**src/rtl/vrrs_pkg.sv**
```systemverilog
`timescale 1ns / 1ps

package vrrs_pkg;

   localparam int T_W    = 27;   // timer and on-time width
   localparam int MS_W   = 43;   // minutes times ms-per-minute, full precision
   localparam int ALU_W  = 45;   // three times that product
   localparam int CSR_W  = 11;   // widest configuration register

   localparam logic [15:0]    MS_PER_MIN     = 16'd60000;
   localparam logic [T_W-1:0] RESET_CYCLE_MS = 27'd900000;  // fifteen minutes

   typedef enum logic [2:0] {
      ACT_TICK      = 3'd0,
      ACT_SET_ON    = 3'd1,
      ACT_SET_EN    = 3'd2,
      ACT_SET_CYCLE = 3'd3,
      ACT_SET_SYS   = 3'd4
   } action_type;

   typedef enum logic [1:0] {
      STAT_OK     = 2'd0,
      STAT_REJECT = 2'd1,
      STAT_ZERO   = 2'd2
   } status_type;

   typedef enum logic [1:0] {
      ORDER_INTERLEAVED = 2'd0,
      ORDER_FORWARD     = 2'd1,
      ORDER_REVERSED    = 2'd2
   } order_type;

   typedef enum logic [1:0] {
      CSR_FLOORS   = 2'd0,
      CSR_VALVES   = 2'd1,
      CSR_ORDER    = 2'd2,
      CSR_INIT_MIN = 2'd3
   } csr_index_type;

   typedef enum logic [3:0] {
      ST_IDLE,
      ST_TICK,
      ST_MAP,
      ST_READ,
      ST_EVAL,
      ST_RESTART,
      ST_SUM,
      ST_TRIPLE,
      ST_CMP,
      ST_OUT
   } state_type;

   typedef struct packed {
      logic [2:0]     action;
      logic [5:0]     valve;
      logic [T_W-1:0] value;
   } req_type;

   typedef struct packed {
      logic       open_flag;
      logic [5:0] open_valve;
      logic [6:0] position;
      logic       cycle_restarted;
      logic [1:0] status;
   } rsp_type;

endpackage

```
**src/rtl/vrrs_ram.sv**
```systemverilog
`timescale 1ns / 1ps

module vrrs_ram #(
   parameter int WIDTH = 27,
   parameter int DEPTH = 64
) (
   input  logic                     clock,
   input  logic                     we,
   input  logic [$clog2(DEPTH)-1:0] waddr,
   input  logic [WIDTH-1:0]         wdata,
   input  logic [$clog2(DEPTH)-1:0] raddr,
   output logic [WIDTH-1:0]         rdata
);

   logic [WIDTH-1:0] mem_ff [DEPTH];
   logic [WIDTH-1:0] rdata_ff;

   always_ff @(posedge clock) begin
      if (we) begin
         mem_ff[waddr] <= wdata;
      end
      rdata_ff <= mem_ff[raddr];
   end

   assign rdata = rdata_ff;

endmodule

```
**src/rtl/valve_round_robin_sequencer.sv**
```systemverilog
`timescale 1ns / 1ps

// Irrigation valve sequencer. Each req_ transaction carries one action: a
// millisecond tick, an on-time write, a valve enable write, a cycle-time write
// or the system enable. Every request yields exactly one rsp_ transaction with
// the open valve, the sequence position, a restart flag and a status code.
// The csr_ port sets floors, valves per region, the order mode and the
// initial cycle length; csr_ready is always high and writes are meant for
// idle periods only.
// One request is processed at a time: req_ready is high only when idle.
// The shared add/subtract unit sets the pace. A tick runs two
// position-to-valve mappings while the system is on and the position is in
// range, else one; in interleaved order each mapping runs one subtraction
// per group of 2v positions before the position (v valves per region). A
// nonzero cycle-time write sums the on-times of all valves in use through
// the same unit, then runs one mapping. Other actions take one mapping.
// Reset restores all tables to their default on-time and enabled state
// through per-entry valid bits, so no clearing pass is needed.
// The result is held in an output register until rsp_ready; the next request
// is taken the cycle after it leaves.
module valve_round_robin_sequencer
   import vrrs_pkg::*;
#(
   parameter int MAX_FLOORS    = 4,
   parameter int MAX_VALVES    = 8,
   parameter int DEFAULT_ON_MS = 60000
) (
   input  logic             clock,
   input  logic             reset,
   input  logic             req_valid,
   output logic             req_ready,
   input  req_type          req_data,
   output logic             rsp_valid,
   input  logic             rsp_ready,
   output rsp_type          rsp_data,
   input  logic             csr_valid,
   output logic             csr_ready,
   input  logic [1:0]       csr_index,
   input  logic [CSR_W-1:0] csr_data
);

   localparam int TABLE_SIZE = MAX_FLOORS * 2 * MAX_VALVES;
   localparam int AW = $clog2(TABLE_SIZE);
   localparam int PW = $clog2(TABLE_SIZE + 1);
   localparam int FW = $clog2(MAX_FLOORS + 1);
   localparam int VW = $clog2(MAX_VALVES + 1);

   state_type state_ff, state_in;

   logic [2:0]       floors_ff, floors_in;
   logic [3:0]       vpr_ff, vpr_in;
   logic [1:0]       mode_ff, mode_in;
   logic             sys_on_ff, sys_on_in;
   logic [T_W-1:0]   cyc_len_ff, cyc_len_in;
   logic [T_W-1:0]   cyc_el_ff, cyc_el_in;
   logic [T_W-1:0]   vlv_el_ff, vlv_el_in;
   logic [PW-1:0]    pos_ff, pos_in;
   logic             open_ff, open_in;
   logic             restart_ff, restart_in;
   logic [1:0]       status_ff, status_in;
   logic [PW-1:0]    rem_ff, rem_in;
   logic [PW-1:0]    flat_ff, flat_in;
   logic             phase_out_ff, phase_out_in;
   logic [MS_W-1:0]  ms_ff, ms_in;
   logic [ALU_W-1:0] ms3_ff, ms3_in;
   logic [ALU_W-1:0] acc_ff, acc_in;
   logic [PW-1:0]    issue_ff, issue_in;
   logic             pend_ff, pend_in;
   logic [AW-1:0]    pend_idx_ff, pend_idx_in;
   logic [TABLE_SIZE-1:0] ot_vld_ff, ot_vld_in;
   logic [TABLE_SIZE-1:0] en_vld_ff, en_vld_in;
   rsp_type          rsp_ff, rsp_in;

   // clamped geometry
   logic [FW-1:0] used_floors;
   logic [VW-1:0] used_valves;
   logic [PW-1:0] total;
   logic [PW-1:0] v_ext;
   logic [PW-1:0] two_v;

   // shared add/subtract unit
   logic [ALU_W-1:0] alu_a, alu_b, alu_res;
   logic             alu_sub, alu_borrow;
   logic [ALU_W:0]   alu_full;

   // table memories
   logic           ot_we, en_we;
   logic [AW-1:0]  ot_waddr, en_waddr, rd_addr;
   logic [T_W-1:0] ot_wdata, ot_q;
   logic           en_wdata, en_q;
   logic [AW-1:0]  look_idx;
   logic [T_W-1:0] ot_eff;
   logic           en_eff;

   logic          accept, vidx_ok, map_done, issue_left;
   logic [PW-1:0] flat_calc;

   assign accept    = req_valid && req_ready;
   assign req_ready = (state_ff == ST_IDLE);
   assign rsp_valid = (state_ff == ST_OUT);
   assign rsp_data  = rsp_ff;
   assign csr_ready = 1'b1;

   always_comb begin
      if (floors_ff == 3'd0) begin
         used_floors = FW'(1);
      end else if (int'(floors_ff) > MAX_FLOORS) begin
         used_floors = FW'(MAX_FLOORS);
      end else begin
         used_floors = FW'(floors_ff);
      end
      if (vpr_ff == 4'd0) begin
         used_valves = VW'(1);
      end else if (int'(vpr_ff) > MAX_VALVES) begin
         used_valves = VW'(MAX_VALVES);
      end else begin
         used_valves = VW'(vpr_ff);
      end
   end

   assign v_ext = PW'(used_valves);
   assign two_v = v_ext << 1;
   assign total = (PW'(used_floors) * v_ext) << 1;

   assign alu_full   = alu_sub ? ({1'b0, alu_a} - {1'b0, alu_b})
                               : ({1'b0, alu_a} + {1'b0, alu_b});
   assign alu_res    = alu_full[ALU_W-1:0];
   assign alu_borrow = alu_full[ALU_W];

   vrrs_ram #(.WIDTH(T_W), .DEPTH(TABLE_SIZE)) u_on_time_ram (
      .clock (clock),
      .we    (ot_we),
      .waddr (ot_waddr),
      .wdata (ot_wdata),
      .raddr (rd_addr),
      .rdata (ot_q)
   );

   vrrs_ram #(.WIDTH(1), .DEPTH(TABLE_SIZE)) u_enable_ram (
      .clock (clock),
      .we    (en_we),
      .waddr (en_waddr),
      .wdata (en_wdata),
      .raddr (rd_addr),
      .rdata (en_q)
   );

   // entries never written read as their reset value
   assign look_idx = (state_ff == ST_SUM) ? pend_idx_ff : AW'(flat_ff);
   assign ot_eff   = ot_vld_ff[look_idx] ? ot_q : T_W'(DEFAULT_ON_MS);
   assign en_eff   = en_vld_ff[look_idx] ? en_q : 1'b1;

   assign vidx_ok    = int'(req_data.valve) < TABLE_SIZE;
   assign issue_left = issue_ff < total;

   // position to flat valve index; interleaved order uses rem = pos mod 2v
   always_comb begin
      case (mode_ff)
         ORDER_FORWARD:  flat_calc = pos_ff;
         ORDER_REVERSED: flat_calc = total - pos_ff - PW'(1);
         default:        flat_calc = pos_ff - rem_ff + (rem_ff[0] ? v_ext : '0)
                                     + (rem_ff >> 1);
      endcase
   end

   assign map_done = (mode_ff == ORDER_FORWARD) || (mode_ff == ORDER_REVERSED)
                     || alu_borrow;

   // next state
   always_comb begin
      state_in = state_ff;
      case (state_ff)
         ST_IDLE: begin
            if (accept) begin
               if (req_data.action == ACT_TICK) begin
                  state_in = ST_TICK;
               end else if (req_data.action == ACT_SET_CYCLE
                            && req_data.value != '0) begin
                  state_in = ST_SUM;
               end else begin
                  state_in = ST_MAP;
               end
            end
         end
         ST_TICK: begin
            if (sys_on_ff && pos_ff < total) begin
               state_in = ST_MAP;
            end else begin
               state_in = ST_RESTART;
            end
         end
         ST_MAP: begin
            if (map_done) begin
               state_in = phase_out_ff ? ST_OUT : ST_READ;
            end
         end
         ST_READ:    state_in = ST_EVAL;
         ST_EVAL:    state_in = ST_RESTART;
         ST_RESTART: state_in = ST_MAP;
         ST_SUM: begin
            if (!issue_left && !pend_ff) begin
               state_in = ST_TRIPLE;
            end
         end
         ST_TRIPLE:  state_in = ST_CMP;
         ST_CMP:     state_in = ST_MAP;
         ST_OUT: begin
            if (rsp_ready) begin
               state_in = ST_IDLE;
            end
         end
         default:    state_in = ST_IDLE;
      endcase
   end

   // datapath and memory control
   always_comb begin
      floors_in    = floors_ff;
      vpr_in       = vpr_ff;
      mode_in      = mode_ff;
      sys_on_in    = sys_on_ff;
      cyc_len_in   = cyc_len_ff;
      cyc_el_in    = cyc_el_ff;
      vlv_el_in    = vlv_el_ff;
      pos_in       = pos_ff;
      open_in      = open_ff;
      restart_in   = restart_ff;
      status_in    = status_ff;
      flat_in      = flat_ff;
      phase_out_in = phase_out_ff;
      ms_in        = ms_ff;
      ms3_in       = ms3_ff;
      acc_in       = acc_ff;
      issue_in     = issue_ff;
      pend_in      = pend_ff;
      pend_idx_in  = pend_idx_ff;
      rsp_in       = rsp_ff;
      ot_we        = 1'b0;
      ot_waddr     = AW'(req_data.valve);
      ot_wdata     = req_data.value;
      en_we        = 1'b0;
      en_waddr     = AW'(req_data.valve);
      en_wdata     = 1'b0;
      rd_addr      = AW'(flat_ff);
      alu_a        = '0;
      alu_b        = '0;
      alu_sub      = 1'b1;

      case (state_ff)
         ST_IDLE: begin
            if (accept) begin
               status_in    = STAT_OK;
               restart_in   = 1'b0;
               phase_out_in = 1'b1;
               case (req_data.action)
                  ACT_SET_ON: begin
                     if (vidx_ok) begin
                        if (req_data.value == '0) begin
                           en_we     = 1'b1;
                           en_wdata  = 1'b0;
                           status_in = STAT_ZERO;
                        end else begin
                           ot_we = 1'b1;
                        end
                     end
                  end
                  ACT_SET_EN: begin
                     en_we    = vidx_ok;
                     en_wdata = req_data.value[0];
                  end
                  ACT_SET_CYCLE: begin
                     if (req_data.value == '0) begin
                        sys_on_in = 1'b0;
                        status_in = STAT_ZERO;
                     end else begin
                        ms_in    = MS_W'(req_data.value) * MS_W'(MS_PER_MIN);
                        acc_in   = '0;
                        issue_in = '0;
                        pend_in  = 1'b0;
                     end
                  end
                  ACT_SET_SYS: sys_on_in = req_data.value[0];
                  default: ;
               endcase
            end
         end
         ST_TICK: begin
            cyc_el_in = (cyc_el_ff == '1) ? cyc_el_ff : cyc_el_ff + T_W'(1);
            vlv_el_in = (vlv_el_ff == '1) ? vlv_el_ff : vlv_el_ff + T_W'(1);
            if (sys_on_ff && pos_ff < total) begin
               phase_out_in = 1'b0;
            end else if (!sys_on_ff) begin
               open_in = 1'b0;
            end
         end
         ST_MAP: begin
            alu_a = ALU_W'(rem_ff);
            alu_b = ALU_W'(two_v);
            if (map_done) begin
               flat_in = flat_calc;
               if (phase_out_ff) begin
                  rsp_in.open_flag       = open_ff;
                  rsp_in.open_valve      = (open_ff && pos_ff < total) ? 6'(flat_calc)
                                                                       : '0;
                  rsp_in.position        = 7'(pos_ff);
                  rsp_in.cycle_restarted = restart_ff;
                  rsp_in.status          = status_ff;
               end
            end
         end
         ST_EVAL: begin
            alu_a = ALU_W'(vlv_el_ff);
            alu_b = ALU_W'(ot_eff);
            if (en_eff) begin
               if (!open_ff) begin
                  open_in   = 1'b1;
                  vlv_el_in = '0;
               end else if (!alu_borrow) begin
                  open_in = 1'b0;
                  pos_in  = pos_ff + PW'(1);
               end
            end else begin
               open_in = 1'b0;
               pos_in  = pos_ff + PW'(1);
            end
         end
         ST_RESTART: begin
            alu_a        = ALU_W'(cyc_el_ff);
            alu_b        = ALU_W'(cyc_len_ff);
            phase_out_in = 1'b1;
            if (pos_ff >= total && !alu_borrow) begin
               pos_in     = '0;
               cyc_el_in  = '0;
               restart_in = 1'b1;
            end
         end
         ST_SUM: begin
            // read one entry per cycle, accumulate the one read last cycle
            alu_a   = acc_ff;
            alu_b   = ALU_W'(ot_eff);
            alu_sub = 1'b0;
            if (issue_left) begin
               rd_addr     = AW'(issue_ff);
               issue_in    = issue_ff + PW'(1);
               pend_in     = 1'b1;
               pend_idx_in = AW'(issue_ff);
            end else begin
               pend_in = 1'b0;
            end
            if (pend_ff) begin
               acc_in = alu_res;
            end
         end
         ST_TRIPLE: begin
            alu_a   = ALU_W'(ms_ff);
            alu_b   = ALU_W'({ms_ff, 1'b0});
            alu_sub = 1'b0;
            ms3_in  = alu_res;
         end
         ST_CMP: begin
            // sum below three quarters of the new length
            alu_a        = acc_ff;
            alu_b        = ALU_W'(ms3_ff[ALU_W-1:2]);
            phase_out_in = 1'b1;
            if (alu_borrow) begin
               cyc_len_in = (ms_ff[MS_W-1:T_W] != '0) ? '1 : ms_ff[T_W-1:0];
            end else begin
               status_in = STAT_REJECT;
            end
         end
         default: ;
      endcase

      if (csr_valid && csr_ready) begin
         case (csr_index)
            CSR_FLOORS: floors_in = csr_data[2:0];
            CSR_VALVES: vpr_in    = csr_data[3:0];
            CSR_ORDER:  mode_in   = csr_data[1:0];
            CSR_INIT_MIN: begin
               cyc_len_in = T_W'(csr_data) * T_W'(MS_PER_MIN);
            end
            default: ;
         endcase
      end

      ot_vld_in = ot_vld_ff;
      if (ot_we) begin
         ot_vld_in[ot_waddr] = 1'b1;
      end
      en_vld_in = en_vld_ff;
      if (en_we) begin
         en_vld_in[en_waddr] = 1'b1;
      end
   end

   // remainder restarts from the next position outside the mapping loop
   always_comb begin
      if (state_ff == ST_MAP && !map_done) begin
         rem_in = PW'(alu_res);
      end else begin
         rem_in = pos_in;
      end
   end

   always_ff @(posedge clock) begin
      if (reset) begin
         state_ff     <= ST_IDLE;
         floors_ff    <= 3'd1;
         vpr_ff       <= 4'd8;
         mode_ff      <= ORDER_INTERLEAVED;
         sys_on_ff    <= 1'b0;
         cyc_len_ff   <= RESET_CYCLE_MS;
         cyc_el_ff    <= '0;
         vlv_el_ff    <= '0;
         pos_ff       <= '0;
         open_ff      <= 1'b0;
         restart_ff   <= 1'b0;
         status_ff    <= STAT_OK;
         rem_ff       <= '0;
         phase_out_ff <= 1'b1;
         issue_ff     <= '0;
         pend_ff      <= 1'b0;
         ot_vld_ff    <= '0;
         en_vld_ff    <= '0;
      end else begin
         state_ff     <= state_in;
         floors_ff    <= floors_in;
         vpr_ff       <= vpr_in;
         mode_ff      <= mode_in;
         sys_on_ff    <= sys_on_in;
         cyc_len_ff   <= cyc_len_in;
         cyc_el_ff    <= cyc_el_in;
         vlv_el_ff    <= vlv_el_in;
         pos_ff       <= pos_in;
         open_ff      <= open_in;
         restart_ff   <= restart_in;
         status_ff    <= status_in;
         rem_ff       <= rem_in;
         phase_out_ff <= phase_out_in;
         issue_ff     <= issue_in;
         pend_ff      <= pend_in;
         ot_vld_ff    <= ot_vld_in;
         en_vld_ff    <= en_vld_in;
      end
   end

   always_ff @(posedge clock) begin
      flat_ff     <= flat_in;
      ms_ff       <= ms_in;
      ms3_ff      <= ms3_in;
      acc_ff      <= acc_in;
      pend_idx_ff <= pend_idx_in;
      rsp_ff      <= rsp_in;
   end

`ifndef NO_ASSERTIONS
   a_busy_after_accept: assert property (@(posedge clock) disable iff (reset)
      req_valid && req_ready |=> !req_ready)
      else $error("request accepted while a transaction was in progress");

   a_ready_after_rsp: assert property (@(posedge clock) disable iff (reset)
      rsp_valid && rsp_ready |=> req_ready)
      else $error("not ready after result transaction");

   a_restart_pos_zero: assert property (@(posedge clock) disable iff (reset)
      rsp_valid && rsp_data.cycle_restarted |-> rsp_data.position == '0)
      else $error("restart without position reset");

   a_restart_status_ok: assert property (@(posedge clock) disable iff (reset)
      rsp_valid && rsp_data.cycle_restarted |-> rsp_data.status == STAT_OK)
      else $error("restart flagged on a write action");

   a_closed_index_zero: assert property (@(posedge clock) disable iff (reset)
      rsp_valid && !rsp_data.open_flag |-> rsp_data.open_valve == '0)
      else $error("open valve index reported while closed");
`endif

endmodule

```
**config.mk**
```make
export PLATFORM = sky130hd
export DESIGN_NAME = valve_round_robin_sequencer
export DESIGN_NICKNAME = d
export VERILOG_FILES = /design/src/rtl/vrrs_pkg.sv /design/src/rtl/vrrs_ram.sv /design/src/rtl/valve_round_robin_sequencer.sv
export SDC_FILE = /design/constraint.sdc
export NUM_CORES = 2
export LEC_CHECK = 0
export BUFFER_PORTS_ARGS = -buffer_cell sky130_fd_sc_hd__buf_4
export CAP_MARGIN = 10
export CORE_ASPECT_RATIO = 1.25
export CORE_MARGIN = 2
export CORE_UTILIZATION = 68
export DETAILED_ROUTE_END_ITERATION = 16
export PLACE_DENSITY = 0.85
export SLEW_MARGIN = 20
export SYNTH_ARGS = -nofsm -noshare
export SYNTH_HDL_FRONTEND = slang
export SYNTH_SLANG_ARGS = --single-unit
```
**constraint.sdc**
```tcl
create_clock -name clock -period 16.2 [get_ports clock]
set_input_delay 1.62 -clock clock [delete_from_list [all_inputs] [get_ports clock]]
set_output_delay 1.62 -clock clock [all_outputs]
set_load 0.05 [all_outputs]
```
# Word-level counts from Yosys, hierarchy flattened
# Memory sizes are Yosys's and may differ from the RTL's. A register that Yosys moved wholly into a read port is not among the register bits.
# Index checks and enable logic that the tools add are counted.
[classes]
addsub = 11
multipliers = 3
order_cmp = 8
eq_ne = 38
reduce_logical = 52
n_mux = 96
bitwise = 3
[op_table]
columns = ["op", "n"]
rows = [
  ["$mux W27", 11],
  ["$pmux W45 S5", 1],
  ["$pmux W44 S5", 1],
  ["$mux W45", 4],
  ["$or A64 B64 Y64", 2],
  ["$pmux W27 S2", 2],
  ["$pmux W45 S2", 1],
  ["$mux W7", 9],
  ["$add A27 B1 Y27 const B", 2],
  ["$eq A27 B27 Y1 const B", 2],
  ["$add A45 B45 Y46", 1],
  ["$mux W46", 1],
  ["$sub A45 B45 Y46", 1],
  ["$mul A27 B11 Y38 const B", 1],
  ["$pmux W4 S9", 1],
  ["$mux W1", 32],
  ["$mux W4", 8],
  ["$pmux W7 S2", 2],
  ["$logic_not A27 Y1", 1],
  ["$reduce_bool A27 Y1", 1],
  ["$ne A2 B2 Y1 const B", 13],
  ["$mul A11 B11 Y22 const B", 1],
  ["$reduce_and A4 Y1", 5],
  ["$mux W6", 3],
  ["other kinds (44)", 105],
]
[totals]
ram_bits = 1792
input_bits = 54
output_inout_bits = 20
mem_count = 2
elab_cells = 241
reg_bits = 407
[mem_list]
columns = ["name", "words", "word_bits", "read_ports", "rd_clocked_by_memory_dff", "write_ports", "line_no", "text"]
rows = [
  ["u_on_time_ram.mem_ff", 64, 27, 1, 1, 1, "vrrs_ram.sv:15", "logic [WIDTH-1:0] mem_ff [DEPTH];"],
  ["u_enable_ram.mem_ff", 64, 1, 1, 1, 1, "vrrs_ram.sv:15", ""],
]

# Longest topological paths before layout
[depth]
ltp_word = 13
mapped_depth = 41
ltp_nobuf = 34

# Modules after synthesis
# From an unflattened synthesis, not the netlist that was laid out.
[unflattened]
cells_unflattened = 6598
area_unflattened_um2 = 99989.6
[modules_own_cells]
columns = ["module", "cells_each", "area_each_um2", "seq_area_each_um2", "instances"]
rows = [
  ["vrrs_ram (u_on_time_ram)", 3002, 66617.6, 52430.3, 1],
  ["valve_round_robin_sequencer", 3391, 30435.4, 9659.3, 1],
  ["vrrs_ram (u_enable_ram)", 205, 2936.6, 1941.9, 1],
]

# Worst setup path before layout
# No wires, ideal clock.
[synth_timing]
path_kind = "register to register"
start = "register state_ff[3]"
end = "register rsp_ff, in the netlist rsp_data[0] (enable)"
synth_period_minus_slack_ns = 8.158
arrival_time_ns = 7.783
n_path_buf = 5
required_ns = 15.825
setup_slack_ns = 8.042
setup_ns = 0.375
path_stages_with_launch = 38
path_cell_list = "dfxtp_1 buf_6 and4bb_1 buf_6 mux2_4 buf_4 a2111oi_2 a211oi_1 a32oi_2 nand4_4 nand2_4 nor2_1 clkbuf_1 nand2_1 and2_1 ha_1 nand3_1 nor2_1 [2 not listed] nor4_1 nor4b_1 and2_1 clkbuf_1 a21oi_1 mux2i_1 ha_1 a21o_1 a21oi_1 o21ai_0 a21oi_1 o21bai_1 a21o_1 a21oi_1 o21a_1 xnor2_1 a21oi_1 and2_1"
[synth_between]
elab_chain_cells = 10
elab_cells_between_ends = 20
cone_classes = "2 x add/sub; 6 x eq/ne; 7 x mux; 5 x reduce/logical"
[synth_lines]
columns = ["element", "line_no", "text"]
rows = [
  ["from (decl)", "valve_round_robin_sequencer.sv:48", "state_type state_ff, state_in;"],
  ["from (signal assigned)", "valve_round_robin_sequencer.sv:426", "state_ff <= state_in;"],
  ["$eq A4 B3 Y1", "valve_round_robin_sequencer.sv:149, valve_round_robin_sequencer.sv:249", ""],
  ["$mux W6", "valve_round_robin_sequencer.sv:149", "assign look_idx = (state_ff == ST_SUM) ? pend_idx_ff : AW'(flat_ff);"],
  ["$bmux W1 S6", "valve_round_robin_sequencer.sv:150", "assign ot_eff = ot_vld_ff[look_idx] ? ot_q : T_W'(DEFAULT_ON_MS);"],
  ["$mux W1 (not written as such)", "valve_round_robin_sequencer.sv:150", ""],
  ["$mux W27", "valve_round_robin_sequencer.sv:150", ""],
  ["$pmux W44 S5", "valve_round_robin_sequencer.sv:249", "case (state_ff)"],
  ["$sub A45 B45 Y46 / $add A45 B45 Y46 (equally long branches)", "valve_round_robin_sequencer.sv:125, valve_round_robin_sequencer.sv:126", ""],
  ["$mux W46", "valve_round_robin_sequencer.sv:125", "assign alu_full = alu_sub ? ({1'b0, alu_a} - {1'b0, alu_b})"],
  ["$logic_or A1 B1 Y1", "valve_round_robin_sequencer.sv:167", "|| alu_borrow;"],
  ["$reduce_and A3 Y1 (no source line) *", "n/a", ""],
  ["to (signal assigned)", "valve_round_robin_sequencer.sv:453", "rsp_ff <= rsp_in;"],
  ["to (decl)", "valve_round_robin_sequencer.sv:72", "rsp_type rsp_ff, rsp_in;"],
]
# Mark *: on every way between the ends. The rest lies on a longest branch, timed or not. The select of a mux whose other input is x is not followed.
# A chain may end at the register's enable or synchronous reset.

# Worst setup path after layout
[layout_timing]
start = "register state_ff[1]"
end = "register rsp_ff, in the netlist rsp_data[2] (enable)"
# Same word-level chain as after synthesis.

==> reports/qor.yml <==
status:
  status: "finished clean"
setup_path:
  r2r-start: "state_ff[1]$_SDFFE_PP0P_"
  r2r_end: "rsp_data[2]$_DFFE_PP_"
  cp_slowest_cell: "dfxtp_1"
  crit_path_end_kind: "flip-flop"
  slowest_delay_ps: 800
  path_max_fanout: 62
  worstPathBufferInverterCount: 2
  crit_family: "simple AND/OR/NAND/NOR gates"
  ff2ff_path_depth: 33
  path_class: "reg -> reg"
  cp_data_required_time_ps: 16710
  critPathLaunchType: "flip-flop"
  r2r_setup_slack_ps: 4630
  crit_path_frequent_cell: "a21oi_1"
  path_depth: 33
  cp.arrival_ps: 12080
clocking:
  cts_resized: 0
  clock_path_buffers: 3
  clk_latency_ps: 880
  numCtsBuffers: 200
  path_clk_slew_ps: 70
  cts.hold.buffers_added: 0
  cts_tree: "yes"
  htreeDepth: 4
  cts.sinks: 2225
  post_cts_buffers: 0
  root_buffer: "clkbuf_16"
cells_and_area:
  seq_area_um2: 64000
  nets: 7528
  drive_above_1_share_pct: 13.1
  multi_input_comb_area_um2: 32700
  n_fill_cell: 7656
  syn2layout_area_growth_pct: 10.6
logic_synthesis:
  syn-num-nets: 7431
  syn_avg_cell_area_um2: 14.2
  synthDistinctLibCells: 91
  ys_async_sr_fraction_pct: 0
  synth_edf_count: 1947
  syn-cell-area_um2: 98500
  postSynthCellCount: 6953
  yosys_warnings: 0
  ys.flop_type: "edfxtp_1"
  ys_ff_latch: 2225
  synth_sequential_area_ratio_pct: 65.0
die:
  core_um2: 144000
  fp.dieW_um: 344
  rows: 156
  pin_count: 74
  start_util_pct: 68.3
  die_y_um: 430
  die_area_um2: 148000
global_routing:
  overflow: 0
  grt_max_degree: 156
  grt_first_pass_wirelength_mm: 443
  grt_pass1_vias: 66200
  grt_util_all_layers_pct: 41.9
  antenna_found_initial: 29
hold_path:
  whs_path_depth: 0
  min_from: "restart_ff$_SDFFE_PP0P_"
  holdPathEnd: "rsp_data[2]$_DFFE_PP_"
  hold_path.class: "reg -> reg"
timing:
  fin_crit_sh_pct: 71.4
  hold_viol_final: 0
  fin_crit_ps: 11570
  final-setup-viol-count: 0
  worstMarginPinSlew_ps: 1190
  slew_violations: 0
  rsz0062_at_grt: "no"
  worst_slack_ps: 4630
  tns_ps: 0
  fmax_ghz: 0.0864
  fin_worst_skew_ps: 62.1
  slew_headroom_pct: 20.9
placement:
  dp_hpwl_mm: 181
  preCtsSetupSlack_ps: 4820
  gp_congestion: 0.975
  io_buffers: 72
power:
  p_per_area_nw_per_um2: 183
  power.leakage_nw: 37.9
  vdd_drop_max_uv: 136
drt:
  vias_per_cell: 7.30
  postRouteAntennaNets: 0
  dr_wl_met3_mm: 43.0
  remaining_drc_errors: 0
  routedWlPerCell_um: 33.9
  top_layer: "met5"
  wl_mm: 310
  initialDrtViolationCount: 12600
  wl_met2_mm: 141
  vias: 66600
  firstDrtPassIters: 10
  wl_met1_mm: 97.7
run:
  maxCapViolations: 0
power breakdown:
group	internal, mW	switching, mW
Sequential	6.56	0.149
Combinational	2.90	5.36
Clock	2.74	2.24
Total	12.2	7.75
layout by cell type, fill, tap and decap left out, types with 159 or more instances in the layout:
| cell | count |
|---|---|
| mux4_2 | 280 |
| nand3_1 | 299 |
| nand4_1 | 168 |
| ha_1 | 258 |
| a21oi_1 | 159 |
| buf_4 | 204 |
| nand2_1 | 1017 |
| clkbuf_16 | 203 |
| fa_1 | 166 |
| inv_1 | 264 |
| edfxtp_1 | 1947 |
| dfxtp_1 | 278 |
| nor2_1 | 332 |
metal layers:
layer | up-vias | track usage, %
met3 | 1545 | 12.6
met1 | 32400 | 51.4
met4 | 42 | 29.7
met2 | 6280 | 63.5
met5 | - | 0.265
li1 | 26400 | -
through the flow:
| step | hold WS, ps | power (mW) | std cells | area, um2 | util, % |
|---|---|---|---|---|---|
| after floorplan | 408 | 12.2 | 6953 | 98500 | - |
| after global placement | 430 | 14.4 | 8726 | 102000 | 70.5 |
| after detailed placement | 429 | 14.6 | 8738 | 102000 | 70.7 |
| after CTS | 454 | 19.7 | 9114 | 109000 | 75.4 |
| after global routing | 454 | 20.6 | 9121 | 109000 | 75.5 |
| final | 452 | 20.0 | 9127 | 109000 | 75.5 |
Yosys cell counts, types with 21 or more instances:
cell,instances,share of area (%)
nor2_1,414,1.6
o21a_1,130,0.99
or3_1,45,0.29
a21o_1,32,0.24
mux4_2,280,6.4
a31oi_1,30,0.19
clkbuf_1,231,0.88
inv_1,265,1.0
a21oi_1,159,0.81
xnor2_1,120,1.1
nor2b_1,29,0.18
o21ai_0,100,0.51
edfxtp_1,1947,59
nor3_1,71,0.36
a211oi_1,31,0.24
a22oi_1,80,0.61
a222oi_1,42,0.43
nand4_1,168,1.1
a32oi_1,85,0.76
o31ai_1,21,0.16
ha_1,258,3.3
mux2i_1,119,1.2
dfxtp_1,278,5.6
nand3_1,299,1.5
xor2_1,66,0.59
and2_1,70,0.44
buf_1,73,0.28
and3_1,39,0.25
fa_1,166,3.4
nand2_1,1019,3.9
worst reg2reg max path: cells and delay by family, from the launching register on:
family / cells / cell delay (ps)
DFF: 1 / 800
and+or+nand+nor: 11 / 4130
AOI/OAI and AO/OA: 14 / 3510
xor gates and xnor gates: 1 / 110
adders and majority gates: 2 / 630
muxes: 3 / 1230
buffers and inverters: 2 / 790
cell families (layout without fill, tap and decap cells):
kind of cell	Yosys count	in the layout	share of synthesized area, %
simple gates	2245	2245	10.3
flops	2225	2225	65.0
compound gates	868	868	6.35
buf+inv	595	866	2.35
fa+ha+maj	424	424	6.65
mux	409	409	7.74
xor+xnor	186	186	1.65
other cells	1	8	0.00381
registers in the layout, indices dropped and copies added (netlist names), 17 cells and up:
register              count
ot_vld_ff                64
cyc_len_ff               27
vlv_el_ff                27
ms3_ff                   43
acc_ff                   45
u_on_time_ram.rdata      27
en_vld_ff                64
u_enable_ram.mem_ff      64
rsp_data                 17
u_on_time_ram.mem_ff   1728
ms_ff                    38
cyc_el_ff                27
worst max path at each step:
stage	end	slack (ps)	from
global placement	rsp_data[2]$_DFFE_PP_	4650	state_ff[1]$_SDFFE_PP0P_
floorplan	rsp_data[0]$_DFFE_PP_	8040	state_ff[3]$_SDFFE_PP0P_
finish	rsp_data[2]$_DFFE_PP_	4630	state_ff[1]$_SDFFE_PP0P_
detailed placement	rsp_data[2]$_DFFE_PP_	4820	state_ff[1]$_SDFFE_PP0P_
global route	rsp_data[2]$_DFFE_PP_	3970	state_ff[1]$_SDFFE_PP0P_
CTS	rsp_data[2]$_DFFE_PP_	4790	state_ff[1]$_SDFFE_PP0P_
final cells by class:
cell class | count | share of cell area, %
timing repair buffer | 225 | 1.86
clock buffer | 256 | 4.96
sequential | 2225 | 58.8
multi-input combinational | 4133 | 30.0
tap | 1896 | 2.18
clock inverter | 120 | 1.27
antenna | 7 | 0.0161
inverter | 265 | 0.914
Power figures use the tool's default switching activity.
